## config.mk

```make
export PLATFORM = sky130hd
export DESIGN_NAME = serial_loaded_bank_mapper_top
export DESIGN_NICKNAME = d
export VERILOG_FILES = /design/src/hw/rtl/slbm_pkg.sv /design/src/hw/rtl/serial_loaded_bank_mapper_top.sv /design/src/hw/rtl/slbm_ctrl.sv /design/src/hw/rtl/slbm_dp.sv
export VERILOG_INCLUDE_DIRS = /design/src /design/src/hw/rtl
export SDC_FILE = /design/constraint.sdc
export NUM_CORES = 1
export LEC_CHECK = 0
export BUFFER_PORTS_ARGS = -buffer_cell sky130_fd_sc_hd__buf_2
export CORE_AREA = 2 2 95 97
export DETAILED_ROUTE_END_ITERATION = 10
export DIE_AREA = 0 0 97 99
export HOLD_SLACK_MARGIN = 0.1
export PLACE_DENSITY = 0.75
export SYNTH_ARGS = -nofsm -noshare
export SYNTH_HDL_FRONTEND = slang
export SYNTH_HIERARCHICAL = 1
export SYNTH_SLANG_ARGS = --single-unit
```

## constraint.sdc

```tcl
create_clock -name clk -period 4.24 [get_ports clk]
set_input_delay 0.848 -clock clk [delete_from_list [all_inputs] [get_ports clk]]
set_output_delay 0.848 -clock clk [all_outputs]
set_load 0.005 [all_outputs]
```

## src/hw/rtl/serial_loaded_bank_mapper_top_macros.svh

```systemverilog
// Assertion macros for the serial-loaded bank mapper.
// Included by the top level; the including module must provide clk and rst.
`ifndef SERIAL_LOADED_BANK_MAPPER_TOP_MACROS_SVH
`define SERIAL_LOADED_BANK_MAPPER_TOP_MACROS_SVH

// Same-cycle implication, disabled during reset.
`define SLBM_ASSERT_NOW(lbl, ante, cons) \
  lbl: assert property (@(posedge clk) disable iff (rst) (ante) |-> (cons)) \
    else $error("slbm assertion failed");

// Next-cycle implication, disabled during reset.
`define SLBM_ASSERT_NEXT(lbl, ante, cons) \
  lbl: assert property (@(posedge clk) disable iff (rst) (ante) |=> (cons)) \
    else $error("slbm assertion failed");

`endif

```

## src/hw/rtl/slbm_pkg.sv

```systemverilog
// Shared types and constants for the serial-loaded bank mapper.
// No dependencies; used by slbm_ctrl, slbm_dp and the top level.
`default_nettype none

package slbm_pkg;

  localparam int unsigned PRG_BANKS_MAX = 32;
  localparam int unsigned CHR_UNITS_MAX = 16;

  localparam int unsigned ADDR_W = 16;
  localparam int unsigned MAP_W  = 19;
  localparam int unsigned CFG_W  = 6;

  // Access kinds
  localparam logic [1:0] KIND_CPU_RD = 2'd0;
  localparam logic [1:0] KIND_CPU_WR = 2'd1;
  localparam logic [1:0] KIND_PPU_RD = 2'd2;

  // Result targets
  localparam logic [2:0] TGT_NONE    = 3'd0;
  localparam logic [2:0] TGT_PRG_RD  = 3'd1;
  localparam logic [2:0] TGT_RAM_RD  = 3'd2;
  localparam logic [2:0] TGT_RAM_WR  = 3'd3;
  localparam logic [2:0] TGT_CHR_RD  = 3'd4;
  localparam logic [2:0] TGT_REG_WR  = 3'd5;

  // Configuration register indexes
  localparam logic [1:0] CFG_PRG_UNITS = 2'd0;
  localparam logic [1:0] CFG_CHR_UNITS = 2'd1;
  localparam logic [1:0] CFG_RAM       = 2'd2;

  // Reset values
  localparam logic [5:0] PRG_UNITS_RST = 6'd2;
  localparam logic [4:0] CHR_UNITS_RST = 5'd1;
  localparam logic [4:0] SHIFT_RST     = 5'h10;
  localparam logic [4:0] CONTROL_RST   = 5'h0C;

  typedef struct packed {
    logic load;   // capture a beat, run serial write, set up the divider
    logic step;   // one restoring-division step
    logic form;   // build the result into the output register
  } cmd_t;

  typedef struct packed {
    logic div_last;  // divider is on its final step
  } stat_t;

endpackage

`default_nettype wire

```

## src/hw/rtl/serial_loaded_bank_mapper_top.sv

```systemverilog
// Serial-loaded bank mapper: top level joining sequencer and datapath.
// Each request is loaded, takes five divide steps, then one form step that sets rsp_valid.
// req_stall is high until the beat is formed; the bank modulo divider is 1-bit-per-cycle.
// A finished result waits in the output register while the next beat is taken.
// Reset (rst, synchronous, active high) restores config and mapper registers at once.
`default_nettype none

`include "serial_loaded_bank_mapper_top_macros.svh"

module serial_loaded_bank_mapper_top (
  input  logic                          clk,
  input  logic                          rst,
  input  logic                          req_valid,
  output logic                          req_stall,
  input  logic [1:0]                    kind,
  input  logic [slbm_pkg::ADDR_W-1:0]   address,
  input  logic [7:0]                    value,
  output logic                          rsp_valid,
  input  logic                          rsp_stall,
  output logic [2:0]                    target,
  output logic [slbm_pkg::MAP_W-1:0]    mapped_address,
  output logic [1:0]                    mirroring,
  input  logic                          cfg_valid,
  output logic                          cfg_ready,
  input  logic [1:0]                    cfg_index,
  input  logic [slbm_pkg::CFG_W-1:0]    cfg_data
);
  import slbm_pkg::*;

  cmd_t  cmd;
  stat_t stat;
  logic  cfg_we;
  logic  tgt_unmapped;
  logic  tgt_ram;

  assign cfg_ready = 1'b1;
  assign cfg_we    = cfg_valid && cfg_ready;

  slbm_ctrl u_ctrl (
    .clk       (clk),
    .rst       (rst),
    .req_valid (req_valid),
    .req_stall (req_stall),
    .rsp_valid (rsp_valid),
    .rsp_stall (rsp_stall),
    .stat      (stat),
    .cmd       (cmd)
  );

  slbm_dp u_dp (
    .clk            (clk),
    .rst            (rst),
    .cmd            (cmd),
    .stat           (stat),
    .cfg_we         (cfg_we),
    .cfg_index      (cfg_index),
    .cfg_data       (cfg_data),
    .kind           (kind),
    .address        (address),
    .value          (value),
    .target         (target),
    .mapped_address (mapped_address),
    .mirroring      (mirroring)
  );

  assign tgt_unmapped = (target == TGT_NONE) || (target == TGT_REG_WR);
  assign tgt_ram      = (target == TGT_RAM_RD) || (target == TGT_RAM_WR);

  `SLBM_ASSERT_NEXT(a_busy_after_accept, req_valid && !req_stall, req_stall)
  `SLBM_ASSERT_NOW(a_unmapped_zero, rsp_valid && tgt_unmapped, mapped_address == '0)
  `SLBM_ASSERT_NOW(a_ram_in_window, rsp_valid && tgt_ram, mapped_address[MAP_W-1:13] == '0)

endmodule

`default_nettype wire

```

## src/hw/rtl/slbm_ctrl.sv

```systemverilog
// Sequencer for the bank mapper: load, five divide steps, result formation.
// Depends on slbm_pkg (cmd_t, stat_t).
`default_nettype none

module slbm_ctrl (
  input  logic            clk,
  input  logic            rst,
  input  logic            req_valid,
  output logic            req_stall,
  output logic            rsp_valid,
  input  logic            rsp_stall,
  input  slbm_pkg::stat_t stat,
  output slbm_pkg::cmd_t  cmd
);
  import slbm_pkg::*;

  typedef enum logic [1:0] {
    ST_IDLE,
    ST_DIV,
    ST_FORM
  } state_t;

  state_t state;
  logic   out_free;

  always_comb begin
    out_free  = !rsp_valid || !rsp_stall;
    req_stall = (state != ST_IDLE);
    cmd.load  = (state == ST_IDLE) && req_valid;
    cmd.step  = (state == ST_DIV);
    cmd.form  = (state == ST_FORM) && out_free;
  end

  always_ff @(posedge clk) begin
    if (rst) begin
      state     <= ST_IDLE;
      rsp_valid <= 1'b0;
    end else begin
      if (cmd.form) begin
        rsp_valid <= 1'b1;
      end else if (rsp_valid && !rsp_stall) begin
        rsp_valid <= 1'b0;
      end
      unique case (state)
        ST_IDLE: begin
          if (req_valid) state <= ST_DIV;
        end
        ST_DIV: begin
          if (stat.div_last) state <= ST_FORM;
        end
        ST_FORM: begin
          if (out_free) state <= ST_IDLE;
        end
        default: state <= ST_IDLE;
      endcase
    end
  end

endmodule

`default_nettype wire

```

## src/hw/rtl/slbm_dp.sv

```systemverilog
// Datapath for the bank mapper: mapper registers, config, bank divider, result regs.
// Depends on slbm_pkg (constants, cmd_t, stat_t).
`default_nettype none

module slbm_dp (
  input  logic                          clk,
  input  logic                          rst,
  input  slbm_pkg::cmd_t                cmd,
  output slbm_pkg::stat_t               stat,
  input  logic                          cfg_we,
  input  logic [1:0]                    cfg_index,
  input  logic [slbm_pkg::CFG_W-1:0]    cfg_data,
  input  logic [1:0]                    kind,
  input  logic [slbm_pkg::ADDR_W-1:0]   address,
  input  logic [7:0]                    value,
  output logic [2:0]                    target,
  output logic [slbm_pkg::MAP_W-1:0]    mapped_address,
  output logic [1:0]                    mirroring
);
  import slbm_pkg::*;

  // configuration
  logic [5:0] prg_units_cfg;
  logic [4:0] chr_units_cfg;
  logic       ram_cfg;

  // mapper state
  logic [4:0] shift_reg;
  logic [4:0] control_reg;
  logic [4:0] chr_bank_lo;
  logic [4:0] chr_bank_hi;
  logic [4:0] prg_bank_reg;

  // per-beat working registers
  logic [ADDR_W-1:0] addr_q;
  logic [2:0]        tgt_q;
  logic [4:0]        num_q;
  logic [5:0]        div_d;
  logic [4:0]        rem_q;
  logic [2:0]        cnt_q;

  logic [5:0]       prg_units;
  logic [4:0]       chr_units;
  logic [5:0]       chr_n;
  logic             ram_on;
  logic             ram_window;
  logic [2:0]       tgt_next;
  logic [4:0]       num_next;
  logic [5:0]       d_next;
  logic [4:0]       shift_next;
  logic [5:0]       trial;
  logic [4:0]       rem_next;
  logic [4:0]       units_m1;
  logic [4:0]       prg_bank;
  logic [14:0]      prg_off;
  logic [MAP_W-1:0] prg_map;
  logic [MAP_W-1:0] chr_map;
  logic [MAP_W-1:0] ram_map;
  logic [MAP_W-1:0] map_next;

  always_comb begin
    if (prg_units_cfg == 6'd0) begin
      prg_units = 6'd1;
    end else if (prg_units_cfg > 6'(PRG_BANKS_MAX)) begin
      prg_units = 6'(PRG_BANKS_MAX);
    end else begin
      prg_units = prg_units_cfg;
    end
    if (chr_units_cfg == 5'd0) begin
      chr_units = 5'd1;
    end else if (chr_units_cfg > 5'(CHR_UNITS_MAX)) begin
      chr_units = 5'(CHR_UNITS_MAX);
    end else begin
      chr_units = chr_units_cfg;
    end
    chr_n    = {chr_units, 1'b0};   // count of 4 KiB banks
    units_m1 = 5'(prg_units - 6'd1);

    ram_on     = ram_cfg && !prg_bank_reg[4];
    ram_window = !address[15] && address[14] && address[13];  // 0x6000-0x7FFF

    case (kind)
      KIND_CPU_RD: tgt_next = address[15] ? TGT_PRG_RD :
                              (ram_window && ram_on) ? TGT_RAM_RD : TGT_NONE;
      KIND_CPU_WR: tgt_next = address[15] ? TGT_REG_WR :
                              (ram_window && ram_on) ? TGT_RAM_WR : TGT_NONE;
      KIND_PPU_RD: tgt_next = (address[15:13] == 3'd0) ? TGT_CHR_RD : TGT_NONE;
      default:     tgt_next = TGT_NONE;
    endcase

    if (kind == KIND_PPU_RD) begin
      d_next = chr_n;
      if (control_reg[4]) begin
        num_next = address[12] ? chr_bank_hi : chr_bank_lo;
      end else begin
        num_next = chr_bank_lo & 5'h1E;
      end
    end else begin
      d_next   = prg_units;
      num_next = control_reg[3] ? (prg_bank_reg & 5'h0F) : (prg_bank_reg & 5'h0E);
    end

    shift_next = {value[0], shift_reg[4:1]};

    // restoring division, one numerator bit per step
    trial    = {rem_q, num_q[4]};
    rem_next = (trial >= div_d) ? 5'(trial - div_d) : trial[4:0];
    stat.div_last = (cnt_q == 3'd4);

    case (control_reg[3:2])
      2'b10:   prg_bank = addr_q[14] ? rem_q : 5'd0;
      2'b11:   prg_bank = addr_q[14] ? units_m1 : rem_q;
      default: prg_bank = rem_q;
    endcase
    prg_off = control_reg[3] ? {1'b0, addr_q[13:0]} : addr_q[14:0];
    prg_map = {prg_bank, 14'd0} + {4'd0, prg_off};

    if (control_reg[4]) begin
      chr_map = {2'd0, rem_q, addr_q[11:0]};
    end else begin
      chr_map = {2'd0, rem_q, 12'd0} + {6'd0, addr_q[12:0]};
    end
    ram_map = {6'd0, addr_q[12:0]};

    case (tgt_q) inside
      TGT_PRG_RD:             map_next = prg_map;
      TGT_RAM_RD, TGT_RAM_WR: map_next = ram_map;
      TGT_CHR_RD:             map_next = chr_map;
      default:                map_next = '0;
    endcase
  end

  // configuration and mapper registers
  always_ff @(posedge clk) begin
    if (rst) begin
      prg_units_cfg <= PRG_UNITS_RST;
      chr_units_cfg <= CHR_UNITS_RST;
      ram_cfg       <= 1'b0;
      shift_reg     <= SHIFT_RST;
      control_reg   <= CONTROL_RST;
      chr_bank_lo   <= 5'd0;
      chr_bank_hi   <= 5'd0;
      prg_bank_reg  <= 5'd0;
    end else begin
      if (cfg_we) begin
        unique case (cfg_index)
          CFG_PRG_UNITS: prg_units_cfg <= cfg_data;
          CFG_CHR_UNITS: chr_units_cfg <= cfg_data[4:0];
          CFG_RAM:       ram_cfg       <= cfg_data[0];
          default: ;
        endcase
      end
      if (cmd.load && kind == KIND_CPU_WR && address[15]) begin
        if (value[7]) begin
          shift_reg <= SHIFT_RST;
        end else if (shift_reg[0]) begin
          // marker bit reached the bottom: fifth bit is in
          shift_reg <= SHIFT_RST;
          unique case (address[14:13] & 2'b00 | address[13:12])
            2'd0:    control_reg  <= shift_next;
            2'd1:    chr_bank_lo  <= shift_next;
            2'd2:    chr_bank_hi  <= shift_next;
            default: prg_bank_reg <= shift_next;
          endcase
        end else begin
          shift_reg <= shift_next;
        end
      end
    end
  end

  // working and result registers
  always_ff @(posedge clk) begin
    if (cmd.load) begin
      addr_q <= address;
      tgt_q  <= tgt_next;
      num_q  <= num_next;
      div_d  <= d_next;
      rem_q  <= 5'd0;
      cnt_q  <= 3'd0;
    end else if (cmd.step) begin
      num_q <= {num_q[3:0], 1'b0};
      rem_q <= rem_next;
      cnt_q <= cnt_q + 3'd1;
    end
    if (cmd.form) begin
      target         <= tgt_q;
      mapped_address <= map_next;
      mirroring      <= control_reg[1:0];
    end
  end

endmodule

`default_nettype wire
```

# After elaboration in Yosys (flattened, before gate mapping)
# Cells that the tools add are included.
[word_totals]
regBits = 101
latchBits = 0
ramBits = 0
romBits = 0
inputBits = 39
out_inout_bits = 27
elab_cells = 116
mem_count = 0
[op_classes]
addsub = 5
multipliers = 0
div = 0
magnitude_cmp = 3
eq_ne = 18
n_shift = 0
mux = 34
n_bitwise = 2
n_reduce_logical = 34
[ops]
columns = ["operator", "count"]
rows = [
  ["two-way mux 5 bit", 12],
  ["two-way mux 19 bit", 3],
  ["adder 19 x 15 -> 19 bit", 1],
  ["adder 17 x 13 -> 18 bit", 1],
  ["two-way mux 18 bit", 1],
  ["two-way mux 6 bit", 3],
  ["AND reduction 4 bit", 4],
  ["two-way mux 15 bit", 1],
  ["equality test 2 bit (second input constant)", 6],
  ["two-way mux 2 bit", 5],
  ["one-hot mux 5 bit (2 select lines)", 1],
  ["logical AND 1 bit", 9],
  ["two-way mux 3 bit", 3],
  ["one-hot mux 3 bit (3 select lines)", 1],
  ["equality test 2 x 1 -> 1 bit (second input constant)", 4],
  ["zero test 2 bit", 4],
  ["equality test 3 x 2 -> 1 bit (second input constant)", 2],
  ["equality test 3 bit (second input constant)", 2],
  ["greater-or-equal comparator 6 bit", 1],
  ["> comparator 6 bit (second input constant)", 1],
  ["zero test 6 bit", 1],
  ["one-hot mux 2 bit (3 select lines)", 1],
  ["AND reduction 2 bit", 3],
  ["nonzero test 2 bit", 3],
  ["other kinds (16)", 23],
]

# Longest topological paths before layout
[logic_depth]
depth_word = 8
ltp_mapped = 10

# Cells and area by module
# Netlist, hierarchy kept.
[modules_own_cells]
columns = ["module", "instances", "cells_each", "area_each_um2", "seq_area_each_um2"]
rows = [
  ["slbm_dp", 1, 389, 4411.7, 2492.4],
  ["slbm_ctrl", 1, 16, 135.1, 60.1],
  ["serial_loaded_bank_mapper_top", 1, 2, 11.3, 0.0],
]

# Least setup slack after synthesis
# OpenSTA, ideal clock, no wires.
[synth_timing]
kind = "input to register"
start = "input req_valid"
end = "register u_dp.control_reg[2]"
arrival_time_ps = 3545
required_time_ps = 4120
setup_slack_ps = 575
cell_stages = 8
path_cell_list = "inv_1 nor2_1 inv_1 nor2_2 nand3b_1 nor3_2 nor2b_1 a211o_1"
[synth_rtl]
columns = ["item", "line", "source"]
rows = [
  ["from (decl)", "serial_loaded_bank_mapper_top.sv:13", "input logic req_valid,"],
  ["to (signal assigned)", "slbm_dp.sv:160", "2'd0: control_reg <= shift_next;"],
  ["to (decl)", "slbm_dp.sv:29", "logic [4:0] control_reg;"],
]

==> flow_summary.json <==
{
  "tritoncts": "yes",
  "finalHoldViolCount": 0,
  "synth_fa_ha_area_share_pct": 4.01,
  "crit_chain": "or2_1 -> nor2_4 -> buf_4 -> nand4b_1 -> nor3b_1 -> nand2_1 -> nor2_2 -> mux2i_1 -> nor2_1",
  "synth_area_um2": 4560,
  "finalSetupViolations": 0,
  "wl_met2_mm": 4.35,
  "holdBufCountCts": 0,
  "antenna_left": 0,
  "rsz0062_at_grt": "false",
  "start_kind": "register",
  "cts_root_buf": "clkbuf_8",
  "top_regs": "u_dp/mapped_address x19, u_dp/addr_q x15",
  "post-cts-setup-buffers": 0,
  "grt_max_degree": 39,
  "pre_cts_ws_ns": 1.20,
  "cp.required_ns": 4.49,
  "yosysMostFrequentCell": "edfxtp_1",
  "setup-tns-final_ns": 0,
  "synth_nets": 460,
  "dieWidth_um": 97,
  "synth_seq_area_share_pct": 56.0,
  "wl_met3_um": 457,
  "fin_ws_ns": 1.59,
  "drv_cap": 0,
  "r2r_end": "u_dp/chr_bank_lo[0]$_SDFFE_PP0P_",
  "avgSynthCellArea_um2": 11.2,
  "synth_cells": 407,
  "crit_arrival_ns": 2.89,
  "synthMuxAreaShare_pct": 9.55,
  "synth.ff_latch_count": 101,
  "grt_overflow": 0,
  "drtIter0Drc": 156,
  "ys_types": 54,
  "regMostFlops": "u_dp/mapped_address",
  "area_growth_pct": 12.9,
  "cp-end-kind": "register",
  "reg2reg_depth": 9,
  "reg2reg_setup_slack_ns": 1.59,
  "drv_slew": 0,
  "antenna_found_initial": 0,
  "synth_top_family_by_area": "simple AND/OR/NAND/NOR gates",
  "portBuffers": 58,
  "pin_count": 66,
  "r2r_start": "u_ctrl/state[0]$_SDFFE_PP0P_",
  "clk_latency_ns": 0.38,
  "startpoint": "u_ctrl/state[0]$_SDFFE_PP0P_",
  "cts_buffers": 9,
  "clock-sinks": 101,
  "relSlewSlack_pct": 51.4,
  "wirelength_mm": 8.87,
  "vias": 3173,
  "critPathKind": "reg -> reg",
  "worstSetupEndpoint": "u_dp/chr_bank_lo[0]$_SDFFE_PP0P_",
  "drt_drc_violations_left": 0,
  "tightest_slew_ns": 0.729,
  "hold_class": "reg -> reg",
  "fin_nets": 517,
  "max_freq_mhz": 378,
  "rows": 34,
  "synth_ff_type": "edfxtp_1",
  "yosys_warnings": 6,
  "synth_edf_count": 53,
  "ctsResizeCount": 0,
  "top_layer": "met4",
  "synth_simple_gate_area_share_pct": 16.1,
  "dieArea_um2": 9600,
  "n_antenna_cell": 0,
  "synth.top_cells.by_count": "edfxtp_1 (53), dfxtp_1 (48), nor2_1 (47)",
  "synth_compound_area_share_pct": 9.11,
  "synth_xor_area_share_pct": 2.31,
  "routedWlPerCell_um": 15.4,
  "gp_congestion": 0.816,
  "crit_path_max_incr_delay_ns": 0.40,
  "synthArstFlopShare_pct": 0,
  "cts_max_path_buffers": 2,
  "hpwl_mm": 6.32,
  "synth_top_area_share_pct": 34.9,
  "min_period_over_period_pct": 62.5,
  "dr.pass1.iters": 4,
  "slowest_stage": "buf_4",
  "wl_met1_mm": 3.98,
  "coreArea_um2": 8550,
  "grt_usage_pct": 19.0,
  "clk_pin_slew_worst_paths_ns": 0.10,
  "avgViaCountPerCell": 5.50,
  "synthTopCellsByArea": "edfxtp_1 (35%), dfxtp_1 (21%), mux2i_1 (8.6%), nor2_1 (3.9%), ha_1 (3.6%)",
  "htreeDepth": 3,
  "grt_pass1_vias": 3033,
  "die_h_um": 99,
  "grt_pass1_wl_mm": 14.6,
  "skew_ns": 0.0121,
  "p_per_area_nw_per_um2": 388,
  "cp_max_fo": 38,
  "initial_utilization_pct": 53.3,
  "p_leak_nw": 2.03,
  "layout-drive-gt1-share_pct": 20.3,
  "period_needed_ns": 2.65,
  "largest_register_ffs": 19,
  "vdd_ir_drop_max_v": 0.000243,
  "synth_top_area_cell": "edfxtp_1",
  "status": "completed"
}
[worst max-delay path: cells and delay by family (launching register included)]
family        cells  cell delay, ns
simple gates      7            1.46
buf+inv           1            0.40
flops             1            0.37
mux               1            0.25
[power breakdown]
part	internal [W]	total, W	switching, W	leakage (nW)
registers	0.00108	0.00113	0.0000465	0.891
clock network	0.000228	0.000588	0.000361	0.0943
logic	0.000129	0.000281	0.000152	1.04
total	0.00144	0.00199	0.000559	2.03
[logic make-up after synthesis]
group	after synthesis
AND/OR/NAND/NOR	143
flip-flops	101
AO/OA/AOI/OAI	60
multiplexers	43
buffers and inverters	33
adder cells (fa/ha/maj)	14
XOR/XNOR	12
other	1
[layer usage]
| metal | track usage, % | vias up |
|---|---|---|
| met5 | 0 | - |
| met4 | 6.93 | 0 |
| met3 | 4.82 | 9 |
| met2 | 31.1 | 76 |
| met1 | 24.6 | 1511 |
| li1 | - | 1577 |
[layout by cell type, fill, tap and decap left out, types with 3 or more instances in the layout]
cell type,instances
o22ai_1,4
nor3_1,4
buf_4,3
mux2_2,4
and2_1,14
ha_1,13
nand2_1,26
nand4b_1,4
xor2_1,4
dfxtp_1,48
nor2_1,46
nand2b_1,3
xnor2_1,8
nand3_1,10
a21oi_1,10
nor3b_1,4
buf_2,58
inv_1,18
nor2b_1,10
mux2i_1,39
nand3b_1,5
edfxtp_1,53
a211oi_1,4
o21ai_0,15
a31o_2,3
nand4_1,3
clkbuf_8,9
[metrics by stage]
stage,area [um2],instances,utilization (%),total power [W],hold WS [ns]
finish,5150,577,60.2,0.00199,0.433
global route,5150,577,60.2,0.00208,0.465
CTS,5150,577,60.2,0.00200,0.440
detailed placement,4960,561,58.0,0.00143,0.418
global placement,4960,561,58.0,0.00141,0.420
floorplan,4560,407,-,0.00134,0.408
[cell type report]
type | count | area [um2]
Timing Repair Buffer | 61 | 313
Fill cell | 704 | 3400
Tap cell | 108 | 135
Sequential cell | 101 | 2550
Clock inverter | 7 | 65.1
Inverter | 18 | 67.6
Multi-Input combinational cell | 273 | 1890
Clock buffer | 9 | 124
[worst min-delay path by stage]
stage                     cells past startpoint                             start                          end  slack, ns
after global routing                          0  u_dp/control_reg[0]$_SDFFE_PP0P_  u_dp/mirroring[0]$_DFFE_PP_       0.46
after global placement                        0  u_dp/control_reg[1]$_SDFFE_PP0P_  u_dp/mirroring[1]$_DFFE_PP_       0.42
after detailed placement                      0  u_dp/control_reg[0]$_SDFFE_PP0P_  u_dp/mirroring[0]$_DFFE_PP_       0.42
final                                         0  u_dp/control_reg[0]$_SDFFE_PP0P_  u_dp/mirroring[0]$_DFFE_PP_       0.43
after CTS                                     0  u_dp/control_reg[0]$_SDFFE_PP0P_  u_dp/mirroring[0]$_DFFE_PP_       0.44
after floorplan                               0  u_dp/control_reg[0]$_SDFFE_PP0P_  u_dp/mirroring[0]$_DFFE_PP_       0.41
No activity file was read; power rests on OpenSTA's default activity.
